**config.mk**
```make
export PLATFORM = sky130hd
export DESIGN_NAME = sysex_seven_bit_codec
export DESIGN_NICKNAME = d
export VERILOG_FILES = /design/src/hdl/s7c_pkg.sv /design/src/hdl/s7c_front.sv /design/src/hdl/s7c_fifo.sv /design/src/hdl/s7c_back.sv /design/src/hdl/sysex_seven_bit_codec.sv
export SDC_FILE = /design/constraint.sdc
export NUM_CORES = 1
export LEC_CHECK = 0
export BUFFER_PORTS_ARGS = -buffer_cell sky130_fd_sc_hd__buf_2
export CORE_MARGIN = 2
export CORE_UTILIZATION = 47
export CTS_BUF_LIST = sky130_fd_sc_hd__clkbuf_8
export DETAILED_ROUTE_END_ITERATION = 8
export RECOVER_POWER = 50
export SYNTH_ARGS = -nofsm -noshare
export SYNTH_HDL_FRONTEND = slang
export SYNTH_SLANG_ARGS = --single-unit
```
**constraint.sdc**
```tcl
create_clock -name clk -period 4.45 [get_ports clk]
set_input_delay 0.2225 -clock clk [delete_from_list [all_inputs] [get_ports clk]]
set_output_delay 0.2225 -clock clk [all_outputs]
set_load 0.02 [all_outputs]
```
**src/hdl/s7c_pkg.sv**
```systemverilog
// Shared types and constants for the seven-bit system-exclusive codec.
// No dependencies.
`timescale 1ns / 1ps
package s7c_pkg;

  localparam int unsigned QUEUE_DEPTH_DEF = 2;

  localparam int unsigned GROUP_LEN = 7;
  localparam logic [2:0]  GROUP_LAST_IDX = 3'(GROUP_LEN - 1);
  localparam logic [7:0]  LOW7_MASK = 8'h7F;

  localparam logic DIR_PACK   = 1'b0;
  localparam logic DIR_UNPACK = 1'b1;

  // One request from the front to the back.
  typedef struct packed {
    logic       emit;   // single finished byte (unpack data)
    logic       close;  // pack: this byte closes the group
    logic       last;   // source byte was marked last
    logic [2:0] idx;    // pack: slot of this byte in the group
    logic [7:0] data;
  } s7c_op_t;

endpackage

```
**src/hdl/s7c_front.sv**
```systemverilog
// Front end: accepts source bytes, tracks group position, header and direction.
// Depends on s7c_pkg.
`timescale 1ns / 1ps
module s7c_front
  import s7c_pkg::*;
(
  input  logic       clk,
  input  logic       rst,
  input  logic       cfg_valid,
  output logic       cfg_ready,
  input  logic       cfg_data,
  input  logic       in_valid,
  output logic       in_ready,
  input  logic [7:0] data_byte,
  input  logic       last_in_message,
  input  logic       q_full,
  output logic       q_push,
  output s7c_op_t    q_op
);

  logic       direction;
  logic [2:0] group_count;
  logic [6:0] top_bit_header;
  logic       header_seen;

  logic [2:0] slot;
  logic [2:0] slot_inc;
  logic       closing;
  logic       is_header;
  logic       accept;

  assign cfg_ready = !rst;
  assign in_ready  = !q_full && !rst;
  assign accept    = in_valid && in_ready;
  assign is_header = (direction == DIR_UNPACK) && !header_seen;

  always_comb begin
    slot     = (group_count > GROUP_LAST_IDX) ? 3'd0 : group_count;
    slot_inc = slot + 3'd1;
    closing  = (slot == GROUP_LAST_IDX) || last_in_message;
  end

  always_comb begin
    q_op.emit  = (direction == DIR_UNPACK);
    q_op.close = closing;
    q_op.last  = last_in_message;
    q_op.idx   = slot;
    q_op.data  = data_byte;
    if (direction == DIR_UNPACK) begin
      q_op.data = data_byte | {top_bit_header[slot], 7'd0};
    end
  end

  assign q_push = accept && !is_header;

  always_ff @(posedge clk) begin
    if (rst) begin
      direction      <= DIR_PACK;
      group_count    <= 3'd0;
      top_bit_header <= 7'd0;
      header_seen    <= 1'b0;
    end else if (cfg_valid && cfg_ready) begin
      direction      <= cfg_data;
      group_count    <= 3'd0;
      top_bit_header <= 7'd0;
      header_seen    <= 1'b0;
    end else if (accept) begin
      if (direction == DIR_PACK) begin
        group_count <= closing ? 3'd0 : slot_inc;
      end else if (!header_seen) begin
        top_bit_header <= data_byte[6:0];
        group_count    <= 3'd0;
        header_seen    <= !last_in_message;
      end else if (closing) begin
        group_count <= 3'd0;
        header_seen <= 1'b0;
      end else begin
        group_count <= slot_inc;
      end
    end
  end

endmodule

```
**src/hdl/s7c_fifo.sv**
```systemverilog
// Short request queue between the front end and the back end.
// Depends on s7c_pkg.
`timescale 1ns / 1ps
module s7c_fifo
  import s7c_pkg::*;
#(
  parameter int unsigned DEPTH = QUEUE_DEPTH_DEF
)
(
  input  logic    clk,
  input  logic    rst,
  input  logic    push,
  input  s7c_op_t push_op,
  output logic    full,
  input  logic    pop,
  output logic    empty,
  output s7c_op_t head_op
);

  localparam int unsigned AW = (DEPTH > 1) ? $clog2(DEPTH) : 1;
  localparam int unsigned CW = $clog2(DEPTH + 1);
  localparam logic [AW-1:0] PTR_MAX = AW'(DEPTH - 1);
  localparam logic [CW-1:0] CNT_MAX = CW'(DEPTH);

  s7c_op_t       slots [DEPTH];
  logic [AW-1:0] wr_ptr;
  logic [AW-1:0] rd_ptr;
  logic [CW-1:0] count;

  logic do_push;
  logic do_pop;

  assign full    = (count == CNT_MAX);
  assign empty   = (count == '0);
  assign do_push = push && !full;
  assign do_pop  = pop && !empty;
  assign head_op = slots[rd_ptr];

  always_ff @(posedge clk) begin
    if (do_push) begin
      slots[wr_ptr] <= push_op;
    end
  end

  always_ff @(posedge clk) begin
    if (rst) begin
      wr_ptr <= '0;
      rd_ptr <= '0;
      count  <= '0;
    end else begin
      if (do_push) begin
        wr_ptr <= (wr_ptr == PTR_MAX) ? '0 : wr_ptr + 1'b1;
      end
      if (do_pop) begin
        rd_ptr <= (rd_ptr == PTR_MAX) ? '0 : rd_ptr + 1'b1;
      end
      if (do_push && !do_pop) begin
        count <= count + 1'b1;
      end else if (do_pop && !do_push) begin
        count <= count - 1'b1;
      end
    end
  end

endmodule

```
**src/hdl/s7c_back.sv**
```systemverilog
// Back end: holds the pack group, emits header and data bytes into the output register.
// Depends on s7c_pkg.
`timescale 1ns / 1ps
module s7c_back
  import s7c_pkg::*;
(
  input  logic       clk,
  input  logic       rst,
  input  logic       q_empty,
  input  s7c_op_t    q_op,
  output logic       q_pop,
  output logic       out_valid,
  input  logic       out_ready,
  output logic [7:0] out_byte,
  output logic       run_last,
  output logic       message_end
);

  localparam logic [1:0] ST_IDLE = 2'd0;
  localparam logic [1:0] ST_HDR  = 2'd1;
  localparam logic [1:0] ST_DATA = 2'd2;

  logic [1:0] state;
  logic [7:0] group_bytes [GROUP_LEN];
  logic [2:0] group_size;
  logic       group_last;
  logic [2:0] rd_idx;

  logic       load;
  logic       fire;
  logic       rd_end;
  logic [6:0] header;

  assign load   = !out_valid || out_ready;
  assign fire   = load && ((state == ST_IDLE && !q_empty && q_op.emit) ||
                           state == ST_HDR || state == ST_DATA);
  assign rd_end = (rd_idx == group_size - 3'd1);

  always_comb begin
    for (int i = 0; i < GROUP_LEN; i++) begin
      header[i] = group_bytes[i][7] && (3'(i) < group_size);
    end
  end

  always_comb begin
    q_pop = 1'b0;
    if (state == ST_IDLE && !q_empty) begin
      q_pop = q_op.emit ? load : 1'b1;
    end
  end

  always_ff @(posedge clk) begin
    if (state == ST_IDLE && !q_empty && !q_op.emit) begin
      group_bytes[q_op.idx] <= q_op.data;
    end
  end

  always_ff @(posedge clk) begin
    if (rst) begin
      state      <= ST_IDLE;
      out_valid  <= 1'b0;
      group_size <= 3'd0;
      group_last <= 1'b0;
      rd_idx     <= 3'd0;
    end else begin
      if (fire) begin
        out_valid <= 1'b1;
      end else if (out_valid && out_ready) begin
        out_valid <= 1'b0;
      end
      case (state)
        ST_IDLE: begin
          if (!q_empty) begin
            if (q_op.emit) begin
              if (load) begin
                out_byte    <= q_op.data;
                run_last    <= 1'b1;
                message_end <= q_op.last;
              end
            end else if (q_op.close) begin
              group_size <= q_op.idx + 3'd1;
              group_last <= q_op.last;
              state      <= ST_HDR;
            end
          end
        end
        ST_HDR: begin
          if (load) begin
            out_byte    <= {1'b0, header};
            run_last    <= 1'b0;
            message_end <= 1'b0;
            rd_idx      <= 3'd0;
            state       <= ST_DATA;
          end
        end
        ST_DATA: begin
          if (load) begin
            out_byte    <= group_bytes[rd_idx] & LOW7_MASK;
            run_last    <= rd_end;
            message_end <= rd_end && group_last;
            rd_idx      <= rd_idx + 3'd1;
            if (rd_end) begin
              state <= ST_IDLE;
            end
          end
        end
        default: begin
          state <= ST_IDLE;
        end
      endcase
    end
  end

endmodule

```
**src/hdl/sysex_seven_bit_codec.sv**
```systemverilog
// MIDI system-exclusive 8-to-7-bit codec, both directions selected by one register.
// Input bytes in on a valid/ready channel, converted bytes out on another.
// Write the direction bit on the config channel (ready except in reset) only while
// idle; each write also drops any partial group. 0 packs, 1 unpacks.
// Pack: every accepted byte passes through the request queue to the back end.
// The seventh byte, or a byte marked last, closes the group; the back end then
// sends the header and the group's bytes masked to seven bits, one per cycle
// while the receiver is ready, taking no new request meanwhile.
// Unpack: a header byte produces nothing; each data byte produces one result
// with its top bit restored, at up to one item per cycle.
// Results sit in an output register; a stalled receiver holds it, and input
// keeps flowing until the request queue fills (QUEUE_DEPTH entries).
// Reset (rst, synchronous) selects pack and empties the queue and group state.
// Depends on s7c_pkg, s7c_front, s7c_fifo, s7c_back.
`timescale 1ns / 1ps
module sysex_seven_bit_codec
  import s7c_pkg::*;
#(
  parameter int unsigned QUEUE_DEPTH = QUEUE_DEPTH_DEF
)
(
  input  logic       clk,
  input  logic       rst,
  input  logic       cfg_valid,
  output logic       cfg_ready,
  input  logic       cfg_data,
  input  logic       in_valid,
  output logic       in_ready,
  input  logic [7:0] data_byte,
  input  logic       last_in_message,
  output logic       out_valid,
  input  logic       out_ready,
  output logic [7:0] out_byte,
  output logic       run_last,
  output logic       message_end
);

  logic    q_full;
  logic    q_push;
  s7c_op_t q_push_op;
  logic    q_pop;
  logic    q_empty;
  s7c_op_t q_head_op;

  s7c_front u_front (
    .clk             (clk),
    .rst             (rst),
    .cfg_valid       (cfg_valid),
    .cfg_ready       (cfg_ready),
    .cfg_data        (cfg_data),
    .in_valid        (in_valid),
    .in_ready        (in_ready),
    .data_byte       (data_byte),
    .last_in_message (last_in_message),
    .q_full          (q_full),
    .q_push          (q_push),
    .q_op            (q_push_op)
  );

  s7c_fifo #(
    .DEPTH (QUEUE_DEPTH)
  ) u_fifo (
    .clk     (clk),
    .rst     (rst),
    .push    (q_push),
    .push_op (q_push_op),
    .full    (q_full),
    .pop     (q_pop),
    .empty   (q_empty),
    .head_op (q_head_op)
  );

  s7c_back u_back (
    .clk         (clk),
    .rst         (rst),
    .q_empty     (q_empty),
    .q_op        (q_head_op),
    .q_pop       (q_pop),
    .out_valid   (out_valid),
    .out_ready   (out_ready),
    .out_byte    (out_byte),
    .run_last    (run_last),
    .message_end (message_end)
  );

endmodule
```
### After elaboration in Yosys (flattened, before gate mapping)

Memories as Yosys holds them, arrays and structs flattened. A register that Yosys moved wholly into a read port is not among the register bits.
Cells that the tools add are included.

* register bits: 36
* RAM bits: 84
* output and inout port bits: 13
* logic and storage cells: 153
* memories: 2

* add/subtract/negate cells: 8
* $lt $le $gt $ge: 9
* equality and inequality tests: 13
* multiplexer cells: 52
* bitwise operators: 5
* reduce and logical (&&, ||, !) cells: 49

Memories
* u_back.group_bytes: words 7, bits a word 8, read ports 8, clocked after memory_dff 1, wr ports 1, line s7c_back.sv:24 `logic [7:0] group_bytes [GROUP_LEN];`
* u_fifo.slots: words 2, bits a word 14, read ports 1, clocked after memory_dff 1, wr ports 1, line s7c_fifo.sv:25 `s7c_op_t slots [DEPTH];`

Operator list (count)
* two-way mux 8 bit: 6
* two-way mux 1 bit: 24
* two-way mux 3 bit: 8
* case mux 8 bit (3 select lines): 1
* logical AND 1 bit: 22
* two-way mux 2 bit: 8
* zero test 1 bit: 10
* != test 2 x 1 -> 1 bit (second input constant): 5
* adder 3 x 1 -> 3 bit (second input constant): 3
* < comparator 3 bit (first input constant): 3
* OR 8 bit: 1
* AND reduction 7 bit: 1
* < comparator 1 x 3 -> 1 bit (first input constant): 2
* < comparator 2 x 3 -> 1 bit (first input constant): 2
* != test 2 bit (second input constant): 3
* case mux 1 bit (3 select lines): 2
* case mux 2 bit (3 select lines): 1
* case mux 3 bit (2 select lines): 1
* AND reduction 3 bit: 2
* AND reduction 6 bit: 1
* nonzero test 2 bit: 3
* equality test 2 bit (second input constant): 2
* zero test 2 bit: 2
* logical OR 1 bit: 4
* 15 further kinds: 19

### Longest topological paths before layout

Gate-level depths: netlist of the first run.

* word-level depth: 10
* depth in mapped cells: 9
* mapped depth without buffers: 9

### By module

Synthesis of the first run repeated with hierarchy kept, for this count alone.

* cell total of the unflattened synthesis: 371
* area total of the unflattened synthesis: 5499.0 µm²

Modules (own cells, without submodules)
* s7c_back: times used 1, cells each 216, area each 3540.9 µm², seq. area each 2452.4 µm²
* s7c_fifo: times used 1, cells each 68, area each 1221.2 µm², seq. area each 940.9 µm²
* s7c_front: times used 1, cells each 87, area each 737.0 µm², seq. area each 240.2 µm²

### Least setup slack after synthesis of the first run

No wires, ideal clock.

* path kind: register to register
* start point: register u_back.state[0]
* end point: register u_back.message_end, enable pin
* library setup time: 0.408 ns
* data arrival time: 2.400 ns
* required time: 4.042 ns
* setup slack: 1.642 ns
* stages on the path, launching flop included: 7
* period minus slack after synthesis: 2.808 ns
* cell sequence: dfxtp_1 > inv_1 > ha_1 > clkbuf_1 > nor2_1 > a2bb2oi_1 > nor4b_1

* word-level cells in the longest chain between the ends: 3
* elaborated cells on any way between the ends: 10

RTL lines
* start: declaration: line s7c_back.sv:23 `logic [1:0] state;`
* start signal: assignment: line s7c_back.sv:60 `state <= ST_IDLE;`
* start signal: assignment: line s7c_back.sv:83 `state <= ST_HDR;`
* start signal: assignment: line s7c_back.sv:93 `state <= ST_DATA;`
* equality test 2 x 1 -> 1 bit (tied with other cells): line s7c_back.sv:71 `case (state)`
* != test 2 x 1 -> 1 bit (no source line) (tied with other cells)
* AND reduction 7 bit (no source line) *
* end signal: assignment: line s7c_back.sv:78 `message_end <= q_op.last;`
* end signal: assignment: line s7c_back.sv:100 `message_end <= rd_end && group_last;`
* end: declaration: line s7c_back.sv:16 `output logic message_end`

Mark *: on every way between the ends. The rest lies on a longest branch, timed or not.
A chain may end at the register's enable or synchronous reset.

### Worst setup path in the final report of the first run

* start point: register u_front.header_seen
* end point: memory u_fifo.slots[1][4] (netlist bit), enable pin

* word-level cells in the longest chain between the ends: 7

RTL lines
* start: declaration: line s7c_front.sv:24 `logic header_seen;`
* start signal: assignment: line s7c_front.sv:73 `header_seen <= !last_in_message;`
* zero test 1 bit: line s7c_front.sv:35 `assign is_header = (direction == DIR_UNPACK) && !header_seen;`
* logical AND 1 bit: line s7c_front.sv:35
* zero test 1 bit: line s7c_front.sv:54 `assign q_push = accept && !is_header;`
* logical AND 1 bit: line s7c_front.sv:54
* logical AND 1 bit: line s7c_fifo.sv:35 `assign do_push = push && !full;`
* named net u_fifo.do_push: line s7c_fifo.sv:30 `logic do_push;`
* two-way mux 1 bit: line s7c_fifo.sv:40 `if (do_push) begin`
* two-way mux 1 bit (implied by the code): line s7c_fifo.sv:41 `slots[wr_ptr] <= push_op;`
* end: declaration: line s7c_fifo.sv:25

The timed path passes the listed nets, and every way through them passes these cells.

==> impl_metrics.csv, run 1 <==
group,metric,value,unit
setup_path,regToRegEndpoint,"u_fifo.slots[1][4]",
floorplanning,die_area,0.0125,mm²
setup_path,ff2ff_setup_slack,1.66,ns
setup_path,critPathArrivalTime,2.86,ns
detailed_routing,routed-via-count,3169,
synthesis,synth_nets,401,
floorplanning,io_pins,28,
sta,slew_headroom,18.7,%
floorplanning,num_rows,39,
floorplanning,die_h,112,µm
cts,clk_latency,0.43,ns
synthesis,synth_area,0.00548,mm²
synthesis,syn_inst,377,
sta,period_share,62.7,%
status,status,"completed",
place,pre_cts_ws,1.74,ns
power_and_ir_drop,p_int,0.00231,W
min_path,min_delay_path_depth,3,
detailed_routing,wl_per_cell,19.1,µm
grt,grt_pass1_wl,17700,µm
setup_path,r2r_cells,3,
grt,grt_pass1_vias,3224,
sta,hold_viol,0,
finish,fin_nets,442,
synthesis,syn_avg_cell_area,14.5,µm²
setup_path,crit_required,4.52,ns
cts,cts_tree,"built",
cts,cts-root-buf,"clkbuf_8",
sta,skew,0.0118,ns
place,gp_congestion,0.798,
setup_path,crit_type,"reg -> reg",
detailed_routing,viasPerCell,5.52,
power_and_ir_drop,power_frac_clock,31.1,%
grt,global_route.usage.total,18.7,%
place,place_hpwl,7470,µm
setup_path,crit_chain,"nor2b_1 > nor4b_1 > and2_1",
setup_path,critPathTopFamily,"simple AND/OR/NAND/NOR gates",
setup_path,start_kind,"flop",
min_path,min_from,"cfg_data",
setup_path,cpPeakStageDelay,1.00,ns
synthesis,ys_seq_area_share,66.3,%
grt,antenna_found_initial,0,
place,portBuffers,27,
min_path,holdPathEnd,"u_front.direction",
cts,cts.path.max_buffers,2,
floorplanning,core_area,0.0114,mm²
synthesis,synth_cell_types,53,
synthesis,synthFlopType,"edfxtp_1",
setup_path,critPathCaptureType,"flop",
setup_path,cpMaxStageDelayCell,"nor4b_1",
setup_path,cp.buffers_inverters,0,
synthesis,synth_edf_count,101,
setup_path,r2r_start,"u_front.header_seen",
sta,finalSetupTns,0,ns
min_path,hold_class,"in -> reg",
power_and_ir_drop,p_sw,0.000984,W
finish,drive_above_1_share,14.6,%
cts,cts_buffers,17,
grt,grt_remaining_overflow,0,
sta,clock.fmax,0.359,GHz
sta,setup_violations,0,
sta,fin_ws,1.66,ns
synthesis,yosysTopAreaCell,"edfxtp_1",
cts,cts.htree.levels,4,
power_and_ir_drop,switching_share,29.9,%
sta,drv_slew,0,
cts,clkSinkCount,131,
synthesis,yosys_warnings,0,
synthesis,synth_common_cells,"edfxtp_1, nor2_1, dfxtp_1, a21oi_1, inv_1",
cts,clk_pin_slew,0.07,ns
detailed_routing,wirelength,10900,µm
run,max-cap-violations,0,
finish,syn_to_final_growth,13.2,%
synthesis,synth.area.top_cells,"edfxtp_1, dfxtp_1, mux4_2, mux2i_1, nor2_1",
synthesis,ys_seq_elements,131,
synthesis,async_reset_ff_share,0,%
grt,grt_max_degree,26,
detailed_routing,drt_drc_violations_left,0,
setup_path,cp_max_fo,17,
sta,tightest_slew,1.20,ns
power_and_ir_drop,p_leak,2.00,nW
power_and_ir_drop,p_per_area,531,mW/mm²
floorplanning,initial_core_util,48.0,%
power_and_ir_drop,seqPwrFrac,48.3,%
finish,diodes,0,
sta,rsz0062_at_grt,"no",
floorplanning,die_w,112,µm
detailed_routing,postRouteAntennaNets,0,
synthesis,yosysMostFrequentCell,"edfxtp_1",
synthesis,synth.top_cell.area_share,55.4,%
power_and_ir_drop,ir_worst_vdd,0.205,mV
sta,period_needed,2.79,ns
detailed_routing,drt_first_pass_iters,4,
cts,post_cts_resized,0,
power_and_ir_drop,pwr-share-comb,20.6,%
detailed_routing,drt_iter0_drc,171,
==> registers in the layout (all words and copies together) (netlist names), 2 cells and up, named ones only <==
name,count
u_back.group_bytes,63
u_front.group_count,3
u_front.top_bit_header,7
u_back.out_byte,8
u_fifo.slots,28
u_back.state,2
u_fifo.count,2
u_back.group_size,3
u_back.rd_idx,3
==> layer usage <==
layer | GRT usage (%) | vias up | wire length (µm)
li1 | - | 1521 | -
met1 | 23.7 | 1534 | 4650
met2 | 30.7 | 95 | 5490
met3 | 5.33 | 19 | 583
met4 | 7.32 | 0 | 219
met5 | 0 | - | 0
==> power groups by stage <==
stage	registers, W	logic (W)	clock network, W
finish	0.00159	0.000678	0.00102
global route	0.00160	0.000756	0.00109
global placement	0.00161	0.000683	0
CTS	0.00159	0.000707	0.00104
floorplan	0.00160	0.000505	0
detailed placement	0.00162	0.000696	0
==> layout make-up <==
class / instances / area, µm²
clock buffer: 18 / 248
clock inverter: 14 / 163
fill: 989 / 5220
inverter: 17 / 63.8
multi-input combinational: 214 / 1710
sequential: 131 / 3630
tap: 143 / 179
timing repair buffer: 37 / 204
==> worst reg2reg max path, stage by stage (launching register included) <==
cell,delay [ns]
dfxtp_1,0.61
nor2b_1,0.14
nor4b_1,1.00
and2_1,0.67
==> cell usage in the layout, fill, tap and decap left out, drive strengths merged, types with 3 or more instances in the layout <==
| master | instances |
|---|---|
| bufinv | 3 |
| and2 | 5 |
| edfxtp | 101 |
| dlygate4sd3 | 8 |
| a31oi | 4 |
| o21ai | 15 |
| clkbuf | 39 |
| ha | 9 |
| mux2 | 11 |
| nand2b | 4 |
| dfxtp | 30 |
| clkinvlp | 5 |
| nand4 | 4 |
| nand3b | 11 |
| clkinv | 5 |
| nand3 | 5 |
| xnor2 | 5 |
| a21boi | 3 |
| mux2i | 15 |
| nor3 | 5 |
| inv | 18 |
| nor2 | 34 |
| a21oi | 16 |
| o211ai | 4 |
| mux4 | 14 |
| nand2 | 15 |
| and3 | 3 |
| xor2 | 3 |
| buf | 8 |
==> how the worst max path moves through the flow <==
stage,slack (ns),end,from,cells past startpoint
6_report,1.66,u_fifo.slots[1][4],u_front.header_seen,3
4_1_cts,1.73,u_back.run_last,u_back.state[0],5
5_1_grt,1.46,u_fifo.slots[1][12],u_front.header_seen,3
3_3_place_gp,1.82,u_back.group_bytes[0][2],flop,4
3_5_place_dp,1.74,u_back.out_byte[5],u_back.state[0],5
2_1_floorplan,1.64,u_back.message_end,u_back.state[0],6
==> timing repair <==
action	4_1_cts	5_1_grt
hold endpoints to repair	16	0
buffers inserted	0	0
hold buffers	8	0
==> stage by stage <==
step                      area, µm²  std cells  total power, W  hold WS [ns]  utilization (%)
final                          6200        574         0.00329        0.0341             54.3
after global routing           6200        574         0.00345        0.0636             54.3
after CTS                      6240        574         0.00334       0.00684             54.7
after detailed placement       5750        534         0.00231         0.438             50.4
after global placement         5750        534         0.00229         0.433             50.4
after floorplan                5480        377         0.00210         0.321                -
==> logic make-up after synthesis <==
| kind of cell | Yosys count | share of synthesized area (%) |
|---|---|---|
| buffers and inverters | 32 | 2.33 |
| adder cells (fa/ha/maj) | 9 | 2.06 |
| multiplexers | 40 | 10.8 |
| AO/OA/AOI/OAI | 59 | 7.06 |
| flip-flops | 131 | 66.3 |
| XOR/XNOR | 9 | 1.71 |
| AND/OR/NAND/NOR | 97 | 9.75 |
Power figures use the tool's default switching activity.
==> inputs of run 2 (changes only) <==
Clock period 4.45 ns to 2.81 ns, I/O delays scaled along.
==> run 2 against run 1 <==
Against the previous run: total power rose by 55%; cell count rose by 2.3%; hold slack improved by 0.011 ns; critical path depth rose by 2; via count rose by 0.19%; clock power rose by 46%; cell area rose by 1.4%; flip-flop and latch count did not move; combinational power rose by 67%; first-iteration DRC count fell by 4.7%; critical endpoint is now u_back.group_bytes[7][6]; largest cell class unchanged; largest power group unchanged; highest routed layer unchanged.
==> impl_metrics.csv, run 2 (synthesis results as in run 1) <==
group,metric,value,unit
status,status,"completed",
place,pre_cts_ws,0.601,ns
detailed_routing,drt_first_pass_iters,5,
floorplanning,die_h,112,µm
cts,cts-root-buf,"clkbuf_8",
setup_path,crit_required,2.88,ns
sta,tightest_slew,1.14,ns
setup_path,crit_chain,"clkbuf_1 > mux2i_1 > inv_1 > nand2_1 > nor2_1",
power_and_ir_drop,pwr-share-comb,22.1,%
detailed_routing,wl_per_cell,17.3,µm
cts,cts_setup_buffers,0,
detailed_routing,met3_length,376,µm
sta,fin_ws,0.492,ns
cts,cts.path.max_buffers,2,
setup_path,critPathCaptureType,"flop",
min_path,hold_class,"in -> reg",
detailed_routing,drt_drc_violations_left,0,
power_and_ir_drop,p_per_area,809,mW/mm²
grt,grt_pass1_vias,3278,
power_and_ir_drop,switching_share,29.9,%
sta,drv_slew,0,
detailed_routing,dr.max_layer_used,"met4",
finish,final_cell_mix,"edfxtp_1, nor2_1, dfxtp_1",
floorplanning,die_w,112,µm
finish,diodes,0,
cts,cts_tree,"built",
finish,final_area,0.00629,mm²
power_and_ir_drop,p_leak,2.07,nW
setup_path,crit_type,"reg -> reg",
power_and_ir_drop,power_frac_clock,29.4,%
place,gp_congestion,0.764,
cts,cts-hold-fix-buffers,10,
cts,clkSinkCount,131,
grt,antenna_found_initial,0,
sta,skew,0.00898,ns
place,place_area,0.00584,mm²
sta,clock.fmax,0.431,GHz
floorplanning,num_rows,39,
sta,slew_headroom,23.8,%
place,portBuffers,27,
finish,final.fill_count,966,
detailed_routing,wirelength_met1,4490,µm
sta,hold_viol,0,
floorplanning,core_area,0.0114,mm²
finish,final_common_cell,"edfxtp_1",
power_and_ir_drop,seqPwrFrac,48.5,%
grt,grt_max_degree,26,
setup_path,cpMaxStageDelayCell,"clkbuf_1",
sta,finalSetupTns,0,ns
detailed_routing,postRouteAntennaNets,0,
power_and_ir_drop,ir_worst_vdd,0.349,mV
setup_path,cpPeakStageDelay,0.67,ns
cts,cts.htree.levels,4,
cts,post_cts_resized,0,
finish,largest_reg_flops,63,
grt,grt_remaining_overflow,0,
cts,cts_buffers,17,
grt,global_route.usage.total,17.9,%
finish,fin_nets,456,
sta,period_needed,2.32,ns
finish,regMostFlops,"u_back.group_bytes",
cts,clk_latency,0.43,ns
power_and_ir_drop,p_int,0.00357,W
detailed_routing,wl_met2,5200,µm
finish,reg_top3,"u_back.group_bytes x63, u_fifo.slots x28, u_back.out_byte x8",
finish,drive_above_1_share,17.3,%
floorplanning,io_pins,28,
sta,period_share,82.5,%
detailed_routing,viasPerCell,5.41,
setup_path,cp_max_fo,16,
power_and_ir_drop,finalPower,0.00509,W
setup_path,critPathArrivalTime,2.39,ns
finish,syn_to_final_growth,14.8,%
cts,clk_pin_slew,0.07,ns
detailed_routing,drt_iter0_drc,163,
run,max-cap-violations,0,
detailed_routing,routed-via-count,3175,
setup_path,start_kind,"flop",
power_and_ir_drop,p_sw,0.00152,W
place,place_hpwl,7100,µm
detailed_routing,wirelength,10200,µm
grt,grt_pass1_wl,16900,µm
sta,rsz0062_at_grt,"no",
floorplanning,initial_core_util,48.0,%
floorplanning,die_area,0.0125,mm²
sta,setup_violations,0,
run 2: final timing paths:
| kind | from | end | slack [ns] | depth (start not counted) |
|---|---|---|---|---|
| max | flop | u_back.group_bytes[7][6] | 0.49 | 5 |
| min | cfg_valid | u_front.group_count[2] | 0.04 | 4 |
| max reg2reg | flop | u_back.group_bytes[7][6] | 0.49 | 5 |
| min reg2reg | u_front.top_bit_header[6] | u_front.top_bit_header[6] | 0.48 | 2 |
run 2: area by class of cell:
| class | instances | area, µm² | area share, % |
|---|---|---|---|
| clock buffer | 17 | 234 | 3.72 |
| sequential | 131 | 3630 | 57.8 |
| tap | 143 | 179 | 2.85 |
| clock inverter | 14 | 139 | 2.21 |
| multi-input combinational | 214 | 1730 | 27.5 |
| inverter | 17 | 63.8 | 1.01 |
| timing repair buffer | 51 | 310 | 4.94 |
run 2: per-stage QoR:
stage / hold WS, ns / std cells / utilization (%)
2_1_floorplan: 0.239 / 377 / -
3_3_place_gp: 0.353 / 546 / 51.2
3_5_place_dp: 0.354 / 546 / 51.2
4_1_cts: 0.0197 / 587 / 55.3
5_1_grt: 0.0297 / 587 / 55.1
6_report: 0.0449 / 587 / 55.1
run 2: routing by layer:
metal	GRT usage (%)	vias up
met5	0	-
met4	7.07	0
li1	-	1549
met1	22.4	1547
met2	29.8	71
met3	4.68	8
run 2: power by group through the flow:
stage | Sequential [W] | Combinational [W] | Clock [W]
4_1_cts | 0.00247 | 0.00117 | 0.00153
3_3_place_gp | 0.00250 | 0.00112 | 0
5_1_grt | 0.00248 | 0.00127 | 0.00162
6_report | 0.00247 | 0.00113 | 0.00149
3_5_place_dp | 0.00251 | 0.00115 | 0
2_1_floorplan | 0.00253 | 0.000800 | 0
run 2: worst max-delay path, delay by kind of cell (launching register included):
| family | cells | cell delay, ns |
|---|---|---|
| buffers and inverters | 2 | 0.79 |
| DFF | 1 | 0.33 |
| and+or+nand+nor | 2 | 0.59 |
| muxes | 1 | 0.24 |
